### src/design/origin_shift_maze_walker_unit_assert.svh
// assertion macros for the origin shift maze walker
`ifndef ORIGIN_SHIFT_MAZE_WALKER_UNIT_ASSERT_SVH
`define ORIGIN_SHIFT_MAZE_WALKER_UNIT_ASSERT_SVH

`ifndef ASSERT_OFF
`define OSMW_ASSERT(lbl, prop, msg) \
  lbl: assert property (@(posedge clk) disable iff (rst) prop) else $error(msg);
`define OSMW_ASSERT_ALWAYS(lbl, prop, msg) \
  lbl: assert property (@(posedge clk) prop) else $error(msg);
`else
`define OSMW_ASSERT(lbl, prop, msg)
`define OSMW_ASSERT_ALWAYS(lbl, prop, msg)
`endif

`endif

### src/design/osmw_pkg.sv
package osmw_pkg;

  localparam int MAX_ROWS   = 64;
  localparam int MAX_COLS   = 64;
  localparam int ROW_W      = $clog2(MAX_ROWS);
  localparam int COL_W      = $clog2(MAX_COLS);
  localparam int ADDR_W     = ROW_W + COL_W;
  localparam int CELLS      = MAX_ROWS * MAX_COLS;
  localparam int DIM_W      = 7;
  localparam int IDX_W      = 12;
  localparam int CNT_W      = 12;
  localparam int AREA_W     = 2 * DIM_W;
  localparam int DIV_STEP_W = $clog2(IDX_W);

  localparam logic [DIM_W-1:0] DIM_RESET = DIM_W'(16);

  localparam logic [1:0] FUNC_START = 2'd0;
  localparam logic [1:0] FUNC_SHIFT = 2'd1;
  localparam logic [1:0] FUNC_READ  = 2'd2;

  localparam logic [1:0] STEP_UP    = 2'd0;
  localparam logic [1:0] STEP_RIGHT = 2'd1;
  localparam logic [1:0] STEP_DOWN  = 2'd2;
  localparam logic [1:0] STEP_LEFT  = 2'd3;

  localparam logic REG_ROWS = 1'b0;
  localparam logic REG_COLS = 1'b1;

  typedef enum logic [2:0] {
    ST_IDLE,
    ST_SWEEP,
    ST_SHIFT_WB,
    ST_RD_DIV,
    ST_RD_MEM
  } state_t;

  typedef struct packed {
    logic [1:0]       func;
    logic [1:0]       step_dir;
    logic [IDX_W-1:0] cell_index;
  } req_t;

  typedef struct packed {
    logic [5:0]       origin_row;
    logic [5:0]       origin_col;
    logic             moved;
    logic [CNT_W-1:0] remaining;
    logic             complete;
    logic [1:0]       cell_dir;
  } rsp_t;

  typedef struct packed {
    logic             done;
    logic [IDX_W-1:0] quot;
    logic [DIM_W-1:0] rem;
  } div_res_t;

endpackage

### src/design/osmw_div.sv
module osmw_div (
  input  logic                       clk,
  input  logic                       rst,
  input  logic                       go,
  input  logic [osmw_pkg::IDX_W-1:0] dividend,
  input  logic [osmw_pkg::DIM_W-1:0] divisor,
  output osmw_pkg::div_res_t         res
);

  logic                            run;
  logic                            done;
  logic [osmw_pkg::DIV_STEP_W-1:0] steps;
  logic [osmw_pkg::IDX_W-1:0]      quot;
  logic [osmw_pkg::DIM_W-1:0]      rem;
  logic [osmw_pkg::DIM_W-1:0]      dvs;
  logic [osmw_pkg::DIM_W:0]        partial;
  logic [osmw_pkg::DIM_W+1:0]      diff;
  logic                            borrow;

  // one quotient bit per cycle, restoring
  always_comb begin
    partial = {rem, quot[osmw_pkg::IDX_W-1]};
    diff    = {1'b0, partial} - {2'b00, dvs};
    borrow  = diff[osmw_pkg::DIM_W+1];
  end

  always_ff @(posedge clk) begin
    if (rst) begin
      run  <= 1'b0;
      done <= 1'b0;
    end else begin
      done <= 1'b0;
      if (go) begin
        run <= 1'b1;
      end else if (run && steps == osmw_pkg::DIV_STEP_W'(osmw_pkg::IDX_W - 1)) begin
        run  <= 1'b0;
        done <= 1'b1;
      end
    end
  end

  always_ff @(posedge clk) begin
    if (go) begin
      quot  <= dividend;
      rem   <= '0;
      dvs   <= divisor;
      steps <= '0;
    end else if (run) begin
      quot  <= {quot[osmw_pkg::IDX_W-2:0], ~borrow};
      rem   <= borrow ? partial[osmw_pkg::DIM_W-1:0] : diff[osmw_pkg::DIM_W-1:0];
      steps <= steps + osmw_pkg::DIV_STEP_W'(1);
    end
  end

  assign res = {done, quot, rem};

endmodule

### config.mk
export PLATFORM = sky130hd
export DESIGN_NAME = osmw_div
export DESIGN_NICKNAME = d
export VERILOG_FILES = /design/src/design/origin_shift_maze_walker_unit_assert.svh /design/src/design/osmw_pkg.sv /design/src/design/osmw_div.sv
export SDC_FILE = /design/constraint.sdc
export NUM_CORES = 1
export LEC_CHECK = 0
export ABC_AREA = 1
export BUFFER_PORTS_ARGS = -buffer_cell sky130_fd_sc_hd__buf_2
export CAP_MARGIN = 25
export CORE_MARGIN = 3
export CORE_UTILIZATION = 55
export DETAILED_ROUTE_END_ITERATION = 7
export GPL_ROUTABILITY_DRIVEN = 0
export MAX_ROUTING_LAYER = met4
export PLACE_DENSITY = 0.82
export SYNTH_ARGS = -nofsm -noshare
export SYNTH_HDL_FRONTEND = slang
export SYNTH_SLANG_ARGS = --single-unit
export TNS_END_PERCENT = 1
### constraint.sdc
create_clock -name clk -period 3.3 [get_ports clk]
set_input_delay 0.495 -clock clk [delete_from_list [all_inputs] [get_ports clk]]
set_output_delay 0.495 -clock clk [all_outputs]
set_load 0.01 [all_outputs]
-- Yosys cells after proc, flatten, opt, wreduce, memory -nomap -nowiden
Cells that the tools add are included.
Widths: inputs -> output; s select.
- bits in registers: 32
- input port bits: 22
- output and inout port bits: 20
- add/subtract/negate cells: 2
- equal/unequal tests: 1
- multiplexer cells: 6
- bitwise gates (word level): 1
- reduce and logical (&&, ||, !) cells: 4
- operators by type and width (cell ; number):
    $mux 12 ; 2
    $sub 8x7->9 ; 1
    $mux 7 ; 1
    $add 4x1->4 const B ; 1
    $eq 4x4->1 const B ; 1
    $reduce_bool 2->1 ; 2
    $mux 1 ; 3
    $reduce_or 2->1 ; 1
    $logic_and 1x1->1 ; 1
    $not 1->1 ; 1

-- Longest topological paths before layout
Gate-level depths: netlist of the first run.
- word-level depth: 4
- gate-level depth with buffers: 12
- gate-level depth less buffers: 12

-- Worst setup path after synthesis of the first run
No wires, ideal clock.
- kind: register -> register
- start point: reg quot[11] (netlist bit)
- end point: reg rem[2] (netlist bit)
- library setup time: 0.132 ns
- arrival: 1.624 ns
- data required time: 3.168 ns
- path slack: 1.543 ns
- cell stages (with the launch flop): 12
- path buffers: 0
- clock period less this slack: 1.757 ns
- path through: edfxtp_1 inv_1 ha_1 fa_1 inv_1 nand2_1 nand2_2 nand3_4 nand2_4 nand2_1 nand3_1 o21ai_1
- word-level cells in the longest chain between the ends: 2
- RTL lines (what ; line ; RTL):
    start: declaration ; osmw_div.sv:13 ; logic [osmw_pkg::IDX_W-1:0] quot;
    start signal: assignment ; osmw_div.sv:44 ; quot <= dividend;
    start signal: assignment ; osmw_div.sv:49 ; quot <= {quot[osmw_pkg::IDX_W-2:0], ~borrow};
    $sub 8x7->9 ; osmw_div.sv:23 ; diff = {1'b0, partial} - {2'b00, dvs};
    $mux 7 ; osmw_div.sv:50 ; rem <= borrow ? partial[osmw_pkg::DIM_W-1:0] : diff[osmw_pkg::DIM_W-1:0];
    end signal: assignment ; osmw_div.sv:50 ;
    end: declaration ; osmw_div.sv:14 ; logic [osmw_pkg::DIM_W-1:0] rem;
Every way passes these cells.
A chain may end at the register's enable or synchronous reset.

-- Worst setup path in the final report of the first run
- start point: reg quot[11] (netlist bit)
- end point: reg rem[0] (netlist bit)
- word-level cells in the longest chain between the ends: 2
- RTL lines (what ; line):
    $sub 8x7->9 ; osmw_div.sv:23
    $mux 7 (*) ; osmw_div.sv:50
Every way passes the cells marked *; elsewhere a longest branch is shown, timed or not.

==> key figures, run 1 <==
Outcome
  • Run status: complete, no violations

Detailed routing
  • WL/cell: 11.82 microns
  • Vias: 1391
  • Post-Route WL: 3.238 mm
  • DRC violations left: 0
  • First DRT Iteration DRCs: 58
  • Detailed-router iteration count before antenna repair: 5
  • Antenna Nets Post-Route: 0
  • Vias per cell: 5.077

Clocking
  • CTS H-tree lvls: 2
  • TritonCTS clock tree: done
  • Later-pin clock latency in the skew report: 0.33 ns
  • Number of buffers inserted during clock tree synthesis: 5
  • Buffer cell driving the clock tree root: sky130_fd_sc_hd__clkbuf_4
  • Setup bufs post-CTS: 0
  • Longest Clk Path Bufs: 2
  • Post-cts gate resize count: 0
  • Sink count of the clock tree: 32
  • Hold_buf cts: 0
  • CTS clock-pin slew for the worst setup and hold paths: 0.10 ns

Power
  • Static Leak: 0.9965 nW
  • P per Cell Area: 430.6 nW/um^2
  • Worst ir drop on vdd: 0.3128 mV
  • Total Power: 0.8345 mW

Synth
  • Fraction of registers with async set/reset: 0%
  • Area fraction in compound gates after synthesis: 5.719%
  • Library cells used by synthesis: 27
  • Syn Nets: 229
  • Average cell area after synthesis: 8.398 sq um
  • Number of synthesized flops with an enable pin: 19
  • Simple logic cell fraction of the synthesized area: 28.37%
  • Primary FF master, synth: sky130_fd_sc_hd__edfxtp_1
  • Synthesized cell area: 1663 sq um
  • Fraction of the yosys area taken by sequential cells: 49.96%
  • Area share of fa/ha/maj cells after synthesis: 7.223%
  • Synthesized netlist cell count: 198
  • Post-synthesis sequential element count: 32
  • Post-synthesis xor/xnor area fraction: 0.5267%
  • Dominant combinational cell family by area after synthesis: simple AND/OR/NAND/NOR gates
  • Share of synthesized area spent on multiplexers: 0%
  • Synth warnings: 0

Critical path
  • Setup crit start kind: flop
  • Crit path capture type: flop
  • Category of the most critical setup path: flop to flop
  • Worst Path Max Fanout: 8
  • Endpoint required time on the critical path: 3.49 ns
  • Arrival time at the worst endpoint: 2.08 ns

GRT
  • Initial antenna violation count: 0
  • Maximum number of pins on one net before global-route repair: 23
  • Congestion Overflow GR: 0
  • Total global routing track utilization: 20.02%
  • Global-route wire length before repair: 5.278 mm
  • Via count of the first global-routing pass: 1248

STA
  • Count of pins over their slew limit: 0
  • Final Cycle Share: 57.20%
  • Worst setup skew after layout: 0.01018 ns
  • # setup viols final: 0
  • Hold Slack: 0.3354 ns
  • Hold Violations, Final: 0
  • Post-layout min period: 1.888 ns
  • Worst max-slew margin expressed relative to the limit: 60.61%
  • Final sum of negative setup slack: 0 ns
  • Max Fclk: 529.8 MHz
  • Unrepaired setup endpoints after global routing: false
  • Tightest Pin Transition: 0.5903 ns

Die
  • Number of I/O pins: 42
  • Area of the core region: 2829 sq um
  • Die width: 60.99 microns
  • Die height: 60.99 microns
  • Row count: 19
  • Starting utilization of the core area: 58.78%
  • DIE AREA: 3719 sq um

Placement
  • Placed inst area: 1888 sq um
  • IO buf count: 41
  • Placed wire-length estimate after detailed placement: 2.499 mm

Finish
  • Number of nets at the end of the flow: 273
  • Fill count: 247
  • Inserted Diodes: 0
  • Multi-input logic area: 695.7 sq um
  • Area taken by flip-flops and latches: 830.8 sq um
  • Final standard cell area without fillers: 1938 sq um
  • Fraction of layout instances using a drive strength above 1: 23.46%
  • Synthesis-to-layout area growth: 16.55%

Hold path
  • Class of the tightest hold or removal check: input port to flop

Run
  • Maxcap violations: 0
## logic make-up after synthesis
logic type	Yosys count
adder cells (fa/ha/maj)	9
AO/OA/AOI/OAI	16
flip-flops	32
AND/OR/NAND/NOR	105
buffers and inverters	35
XOR/XNOR	1
## power by group
group / leakage, nW / internal [mW] / switching (mW)
Sequential: 0.297 / 0.456 / 0.0173
Combinational: 0.670 / 0.0602 / 0.0930
Clock: 0.0293 / 0.0830 / 0.125
## cell usage in the layout (no fill, tap or decap), drive strengths merged
cell / count
a21boi: 1
clkinv: 2
inv: 30
buf: 41
edfxtp: 19
a31oi: 1
a21oi: 6
nand4: 3
dfxtp: 13
fa: 1
or2: 1
nor3: 1
nand3: 21
ha: 8
xor2: 1
o21ai: 8
clkbuf: 7
nand2: 69
nor2: 10
## Yosys cell counts (all sizes together), types with 3 or more instances
| master | number | area share (%) |
|---|---|---|
| nand2 | 69 | 16 |
| inv | 30 | 6.8 |
| nand3 | 21 | 7.4 |
| edfxtp | 19 | 34 |
| dfxtp | 13 | 16 |
| nor2 | 10 | 2.9 |
| ha | 8 | 6.0 |
| o21ai | 8 | 2.4 |
| a21oi | 6 | 1.8 |
| clkbuf | 3 | 0.68 |
| nand4 | 3 | 1.1 |
## state kept, by name, summed over array words and instances, names as in the netlist
register and cells:
done 1, quot 12, run 1, steps 4
dvs 7, rem 7
## final timing paths
kind	slack, ns	startpoint	cells after the start	to
worst min register to register	0.49	steps[1]	2	steps[1]
worst max register to register	1.41	quot[11]	11	rem[0]
worst min-delay path	0.34	divisor[4]	1	dvs[4]
worst max-delay path	1.41	quot[11]	11	rem[0]
## layer usage
metal | track usage (%) | share of wire, % | vias up
li1 | - | - | 729
met1 | 23.49 | 44 | 623
met2 | 32.67 | 50 | 30
met3 | 5.745 | 4.2 | 9
met4 | 7.121 | 1.7 | 0
met5 | - | 0 | -
## final cells by class
class / count / share of cell area, %
Inverter: 31 / 6.068
Clock inverter: 1 / 0.2582
Tap cell: 31 / 2.001
Clock buffer: 7 / 2.324
Sequential cell: 32 / 42.87
Timing Repair Buffer: 41 / 10.59
Multi-Input combinational cell: 131 / 35.89
## through the flow
stage / instances / util (%) / setup WS, ns
after detailed placement: 266 / 66.74 / 1.416
final: 274 / 68.51 / 1.412
after CTS: 274 / 68.51 / 1.402
after global placement: 266 / 66.74 / 1.454
after global routing: 274 / 68.51 / 1.299
after floorplan: 198 / - / 1.543
## critical path, stage by stage, from the launching register on
cell	delay [ns]
sky130_fd_sc_hd__edfxtp_1	0.36
sky130_fd_sc_hd__inv_1	0.06
sky130_fd_sc_hd__ha_1	0.22
sky130_fd_sc_hd__fa_1	0.41
sky130_fd_sc_hd__inv_1	0.07
sky130_fd_sc_hd__nand2_1	0.07
sky130_fd_sc_hd__nand2_2	0.12
sky130_fd_sc_hd__nand3_4	0.15
sky130_fd_sc_hd__nand2_4	0.13
sky130_fd_sc_hd__nand2_1	0.06
sky130_fd_sc_hd__nand3_1	0.06
sky130_fd_sc_hd__o21ai_1	0.07
Power figures use the tool's default switching activity.
==> run 2: changes to the inputs <==
ABC_AREA = 0   (was 1)
CORE_UTILIZATION = 46   (was 55)
PLACE_DENSITY = 0.74   (was 0.82)
clock period = 1.7 ns   (was 3.3 ns; I/O delays follow)
==> run 2 against run 1 <==
  * The flow now finishes with violations (negative setup slack)
  * Core utilization shrank 2.2 points
  * Count of clock-buffer cells in the layout is the same
  * Clock power increased by 97%
  * Clock skew down 0.0059 ns
  * Combinational power increased to 2.6 times the previous value
  * Critical endpoint unchanged
  * Largest power group unchanged
==> key figures, run 2 <==
Outcome
  • Run status: complete, but fails checks
  • Failing checks: negative setup slack

Detailed routing
  • Antenna Nets Post-Route: 0
  • Post-Route WL: 3.286 mm
  • Detailed-router iteration count before antenna repair: 4
  • WL/cell: 13.36 microns
  • Vias per cell: 4.878
  • DRC violations left: 0
  • Vias: 1200
  • First DRT Iteration DRCs: 34

Die
  • DIE AREA: 4160 sq um
  • Row count: 20
  • Die height: 64.50 microns
  • Number of I/O pins: 42
  • Area of the core region: 3153 sq um
  • Starting utilization of the core area: 49.92%
  • Die width: 64.50 microns

Clocking
  • Sink count of the clock tree: 32
  • CTS H-tree lvls: 2
  • Longest Clk Path Bufs: 2
  • CTS clock-pin slew for the worst setup and hold paths: 0.10 ns
  • Number of buffers inserted during clock tree synthesis: 5
  • Later-pin clock latency in the skew report: 0.33 ns
  • Buffer cell driving the clock tree root: sky130_fd_sc_hd__clkbuf_4
  • TritonCTS clock tree: done

Synth
  • Synthesized cell area: 1574 sq um
  • Post-synthesis sequential element count: 32
  • Synthesized netlist cell count: 135
  • Primary FF master, synth: sky130_fd_sc_hd__edfxtp_1
  • Library cells used by synthesis: 31
  • Number of synthesized flops with an enable pin: 19
  • Fraction of registers with async set/reset: 0%
  • Ranking of synthesized cells by area: sky130_fd_sc_hd__edfxtp_1 36%, sky130_fd_sc_hd__dfxtp_1 17%, sky130_fd_sc_hd__mux2_2 10%, sky130_fd_sc_hd__ha_1 6.4%, sky130_fd_sc_hd__nor2_1 4.1%
  • Library cell occupying the most area in the post-synthesis netlist: sky130_fd_sc_hd__edfxtp_1
  • Average cell area after synthesis: 11.66 sq um
  • Top-count cell post-synth: sky130_fd_sc_hd__edfxtp_1
  • Fraction of the yosys area taken by sequential cells: 52.78%
  • Synth warnings: 0
  • Fraction of synthesized cell area taken by the top area cell type: 36.25%
  • Top cells by instance count after synthesis: 19 x sky130_fd_sc_hd__edfxtp_1, 17 x sky130_fd_sc_hd__nor2_1, 14 x sky130_fd_sc_hd__mux2_2, 13 x sky130_fd_sc_hd__dfxtp_1, 11 x sky130_fd_sc_hd__inv_1
  • Syn Nets: 166

Finish
  • Commonest cells after routing, fill and taps aside: 41 x sky130_fd_sc_hd__buf_2, 20 x sky130_fd_sc_hd__buf_4, 19 x sky130_fd_sc_hd__edfxtp_1, 17 x sky130_fd_sc_hd__nor2_1
  • Synthesis-to-layout area growth: 32.83%
  • Max FFs per register: 12
  • Register ranked first by flip-flop count: quot
  • Largest registers: quot x12, dvs x7, rem x7
  • Number of nets at the end of the flow: 232
  • Leading cell type in the layout, fill and taps excluded: sky130_fd_sc_hd__buf_2
  • Inserted Diodes: 0
  • Fill count: 264
  • Fraction of layout instances using a drive strength above 1: 46.04%
  • Fin cells: 246

Critical path
  • Category of the most critical setup path: flop to flop
  • Critical path, cell by cell: ha_4 > fa_2 > nand2b_4 > a21o_4 > a31oi_4 > mux2_4 > a211oi_2
  • End of the worst register-to-register path: rem[0]
  • Setup slack, reg-to-reg: -0.38 ns
  • Worst r2r src: dvs[0]
  • Largest incremental delay on the critical path: 0.43 ns
  • Arrival time at the worst endpoint: 2.34 ns
  • Crit-path leading delay family: compound AO/OA/AOI/OAI gates
  • Register-to-Register Path Depth: 7
  • Setup crit start kind: flop
  • CP max stage cell: sky130_fd_sc_hd__edfxtp_1
  • Worst Path Max Fanout: 4
  • Crit path capture type: flop
  • Endpoint required time on the critical path: 1.96 ns
  • Total buffers and inverters traversed by the critical path: 0

Placement
  • Placed Cells incl. Taps: 237
  • IO buf count: 41
  • Placed wire-length estimate after detailed placement: 2.627 mm

Run
  • Maxcap violations: 0

Hold path
  • Endpoint of the worst hold-timing path: dvs[0]
  • Cell depth of the worst min-delay path: 1
  • Min-Delay Startpoint: divisor[0]
  • Class of the tightest hold or removal check: input port to flop

GRT
  • Congestion Overflow GR: 0
  • Initial antenna violation count: 0
  • Via count of the first global-routing pass: 1254
  • Global-route wire length before repair: 5.733 mm
  • Total global routing track utilization: 18.90%
  • Maximum number of pins on one net before global-route repair: 13

Power
  • Worst ir drop on vdd: 0.6102 mV
  • P per Cell Area: 823.7 nW/um^2
  • Static Leak: 0.9243 nW

STA
  • Final Cycle Share: 122.6%
  • Count of pins over their slew limit: 0
  • Max Fclk: 479.6 MHz
  • Worst max-slew margin expressed relative to the limit: 69.75%
  • Hold Slack: 0.08980 ns
  • # setup viols final: 8
  • Hold Violations, Final: 0
  • Post-layout min period: 2.085 ns
  • Crit path setup slack, layout: -0.3849 ns
  • Tightest Pin Transition: 0.4532 ns
  • Unrepaired setup endpoints after global routing: true
  • Worst setup skew after layout: 0.004317 ns
## run 2: changes by cell type after synthesis, moves of 3 or more
cell | before | now
sky130_fd_sc_hd__nand2_1 | 67 | 5
sky130_fd_sc_hd__nand3_1 | 19 | 0
sky130_fd_sc_hd__inv_1 | 29 | 11
sky130_fd_sc_hd__mux2_2 | 0 | 14
sky130_fd_sc_hd__nor2_1 | 8 | 17
sky130_fd_sc_hd__mux2i_1 | 0 | 6
sky130_fd_sc_hd__o21ai_1 | 5 | 1
sky130_fd_sc_hd__nand2b_1 | 0 | 3
sky130_fd_sc_hd__nor3_1 | 1 | 4
sky130_fd_sc_hd__xor2_1 | 1 | 4
## run 2: cell type report
| type | count | area, sq um | area share [%] |
|---|---|---|---|
| Inverter | 11 | 41.29 | 1.975 |
| Tap cell | 44 | 55.05 | 2.633 |
| Clock buffer | 7 | 45.04 | 2.154 |
| Clock inverter | 1 | 3.754 | 0.1795 |
| Sequential cell | 32 | 830.8 | 39.74 |
| Multi-Input combinational cell | 88 | 737.0 | 35.25 |
| Timing Repair Buffer | 63 | 377.9 | 18.07 |
## run 2: cell families after synthesis
family / Yosys count / synth area share [%]
and+or+nand+nor: 35 / 10.18
DFF: 32 / 52.78
muxes: 20 / 13.83
AOI/OAI and AO/OA: 18 / 8.426
buffers and inverters: 15 / 3.816
adders and majority gates: 9 / 7.631
xor gates and xnor gates: 6 / 3.339
## run 2: per-layer routing
layer,vias to the layer above,share of wire [%],global-route usage (%)
li1,611,-,-
met1,551,43,21.65
met2,32,49,31.06
met3,6,5.9,6.066
met4,0,1.7,7.124
met5,-,0,-
## run 2: power by group
part,internal (mW),switching [mW]
clock network,0.159,0.251
logic,0.203,0.190
registers,0.888,0.0304
total,1.25,0.471
## run 2: metrics by stage
stage / TNS [ns] / instance area, sq um / power, mW / util [%] / setup WS (ns)
after global routing: -3.252 / 2091 / 1.826 / 66.31 / -0.4810
after global placement: -2.399 / 2001 / 1.293 / 63.45 / -0.3553
after floorplan: -2.673 / 1602 / 1.150 / - / -0.4774
final: -2.539 / 2091 / 1.722 / 66.31 / -0.3849
after CTS: -2.771 / 2067 / 1.730 / 65.56 / -0.4143
after detailed placement: -3.024 / 2001 / 1.312 / 63.45 / -0.4577
## run 2: worst max-delay path by stage
stage,from,depth (start not counted),slack (ns),to
2_1_floorplan,quot[11],8,-0.48,rem[0]
4_1_cts,dvs[0],8,-0.41,rem[2]
3_3_place_gp,quot[11],9,-0.36,rem[2]
3_5_place_dp,quot[11],9,-0.46,rem[2]
6_report,dvs[0],7,-0.38,rem[0]
5_1_grt,dvs[0],7,-0.48,rem[0]
## run 2: repair_timing
item,CTS,global route
setup endpoints to repair,8,8
hold buffers,0,0
buffers inserted,0,1
pin swaps,6,2
cloned,0,0
resized for setup,6,4
==> run 3: changes to the inputs <==
PLACE_DENSITY = 0.72   (was 0.74)
==> run 3 against run 2 <==
  * Routed wire length rose by 0.30%
  * Non-clock buffer count is 1 lower
  * Fmax increased by 0.58%
  * Clock power is 1% lower
  * The run still ends with negative setup slack left
  * Global-route usage shrank 0.33 points
  * Via count increased by 2.4%
  * Register-to-register slack is essentially flat
  * Core utilization fell by 0.52 points
  * Critical path depth did not move
==> key figures, run 3 (synthesis results as in run 2) <==
Detailed routing
  • WL/cell: 13.45 microns
  • Vias per cell: 5.016
  • Antenna Nets Post-Route: 0
  • First DRT Iteration DRCs: 27
  • Post-Route WL: 3.296 mm
  • DRC violations left: 0
  • Vias: 1229
  • Detailed-router iteration count before antenna repair: 4

STA
  • Max Fclk: 482.4 MHz
  • Final Cycle Share: 121.9%
  • Worst setup skew after layout: 0.006397 ns
  • Count of pins over their slew limit: 0
  • Tightest Pin Transition: 0.4351 ns
  • Crit path setup slack, layout: -0.3729 ns
  • Worst max-slew margin expressed relative to the limit: 70.96%
  • Hold Violations, Final: 0
  • # setup viols final: 8
  • Unrepaired setup endpoints after global routing: true
  • Post-layout min period: 2.073 ns

Die
  • Starting utilization of the core area: 49.92%
  • DIE AREA: 4160 sq um
  • Die width: 64.50 microns
  • Row count: 20
  • Number of I/O pins: 42
  • Area of the core region: 3153 sq um
  • Die height: 64.50 microns

Hold path
  • Endpoint of the worst hold-timing path: dvs[6]
  • Min-Delay Startpoint: divisor[6]
  • Cell depth of the worst min-delay path: 1
  • Class of the tightest hold or removal check: input port to flop

Placement
  • Placed wire-length estimate after detailed placement: 2.618 mm
  • Placed Cells incl. Taps: 236
  • IO buf count: 41
  • Placed inst area: 2006 sq um

GRT
  • Initial antenna violation count: 0
  • Total global routing track utilization: 18.57%
  • Maximum number of pins on one net before global-route repair: 26
  • Global-route wire length before repair: 5.664 mm
  • Congestion Overflow GR: 0
  • Via count of the first global-routing pass: 1243

Clocking
  • Number of buffers inserted during clock tree synthesis: 5
  • CTS H-tree lvls: 2
  • Sink count of the clock tree: 32
  • Buffer cell driving the clock tree root: sky130_fd_sc_hd__clkbuf_4
  • Later-pin clock latency in the skew report: 0.33 ns
  • TritonCTS clock tree: done
  • CTS clock-pin slew for the worst setup and hold paths: 0.10 ns
  • Longest Clk Path Bufs: 2

Outcome
  • Run status: complete, but fails checks
  • Failing checks: negative setup slack

Finish
  • Fraction of layout instances using a drive strength above 1: 45.77%
  • Leading cell type in the layout, fill and taps excluded: sky130_fd_sc_hd__buf_2
  • Final standard cell area without fillers: 2074 sq um
  • Commonest cells after routing, fill and taps aside: 41 x sky130_fd_sc_hd__buf_2, 20 x sky130_fd_sc_hd__buf_4, 19 x sky130_fd_sc_hd__edfxtp_1, 17 x sky130_fd_sc_hd__nor2_1
  • Register ranked first by flip-flop count: quot
  • Largest registers: quot x12, dvs x7, rem x7
  • Synthesis-to-layout area growth: 31.80%
  • Fin cells: 245
  • Number of nets at the end of the flow: 231
  • Inserted Diodes: 0
  • Max FFs per register: 12

Run
  • Maxcap violations: 0

Critical path
  • Worst r2r src: dvs[0]
  • End of the worst register-to-register path: rem[0]
  • Worst Path Max Fanout: 4
  • Arrival time at the worst endpoint: 2.32 ns
  • Crit path capture type: flop
  • Critical path, cell by cell: ha_4 > fa_2 > nand2b_4 > a21o_4 > a31oi_4 > mux2_4 > a211oi_2
  • Setup crit start kind: flop
  • CP max stage cell: sky130_fd_sc_hd__edfxtp_1
  • Endpoint required time on the critical path: 1.95 ns
  • Register-to-Register Path Depth: 7
  • Largest incremental delay on the critical path: 0.43 ns
  • Setup slack, reg-to-reg: -0.37 ns
  • Category of the most critical setup path: flop to flop

Power
  • Worst ir drop on vdd: 0.5443 mV
  • Static Leak: 0.9244 nW
  • P per Cell Area: 823.0 nW/um^2
  • Total Power: 1.707 mW
==> run 3: cell types whose count changed in the layout (fill, tap and decap cells not counted) <==
cell / delta
sky130_fd_sc_hd__buf_6: -2
sky130_fd_sc_hd__clkbuf_1: -2
sky130_fd_sc_hd__clkinv_2: +2
sky130_fd_sc_hd__o21ai_0: +2
sky130_fd_sc_hd__buf_12: +1
sky130_fd_sc_hd__mux2i_1: +1
sky130_fd_sc_hd__mux2i_4: -1
sky130_fd_sc_hd__o21ai_1: -1
sky130_fd_sc_hd__o21ai_2: -1
==> run 3: critical path, delay by kind of cell (launching register included) <==
| family | cells | cell delay, ns |
|---|---|---|
| compound gates | 3 | 0.56 |
| mux | 1 | 0.32 |
| fa+ha+maj | 2 | 0.52 |
| simple gates | 1 | 0.15 |
| flops | 1 | 0.43 |
==> run 3: final cells by class <==
class,count,area (sq um)
Inverter,11,41.29
Clock buffer,5,37.54
Tap cell,44,55.05
Multi-Input combinational cell,88,720.7
Clock inverter,3,13.76
Fill cell,268,1079
Timing Repair Buffer,62,375.4
Sequential cell,32,830.8
==> run 3: repair_timing <==
action	4_1_cts	5_1_grt
setup buffers	1	0
setup endpoints to repair	8	8
resized for setup	3	0
pin swaps	5	2
hold buffers	0	0
==> run 3: worst max-delay path by stage <==
stage / startpoint / endpoint / depth (start not counted)
after CTS: dvs[0] / rem[0] / 7
after floorplan: quot[11] / rem[0] / 8
after global placement: quot[11] / rem[2] / 9
final: dvs[0] / rem[0] / 7
after detailed placement: quot[11] / rem[1] / 8
after global routing: dvs[0] / rem[0] / 7
==> run 3: per-layer routing <==
metal | up-vias | global-route usage, % | wire [microns]
met1 | 568 | 21.91 | 1429
met5 | - | - | 0
li1 | 607 | - | -
met4 | 0 | 9.499 | 76
met3 | 10 | 3.813 | 178
met2 | 44 | 30.15 | 1611
==> run 3: through the flow <==
stage                     setup WS (ns)  hold slack, ns  TNS, ns  utilization [%]
after global routing            -0.4551         0.05595   -3.103            65.79
after global placement          -0.3567          0.4321   -2.448            63.61
after floorplan                 -0.4774          0.3274   -2.673                -
after detailed placement        -0.4390          0.4335   -2.894            63.61
after CTS                       -0.4438         0.07766   -2.768            65.79
final                           -0.3729         0.09582   -2.494            65.79
==> run 3: power breakdown <==
part	leakage (nW)	internal (mW)	switching, mW
Sequential	0.296	0.888	0.0304
Combinational	0.596	0.199	0.183
Clock	0.0324	0.151	0.254
Total	0.924	1.24	0.468
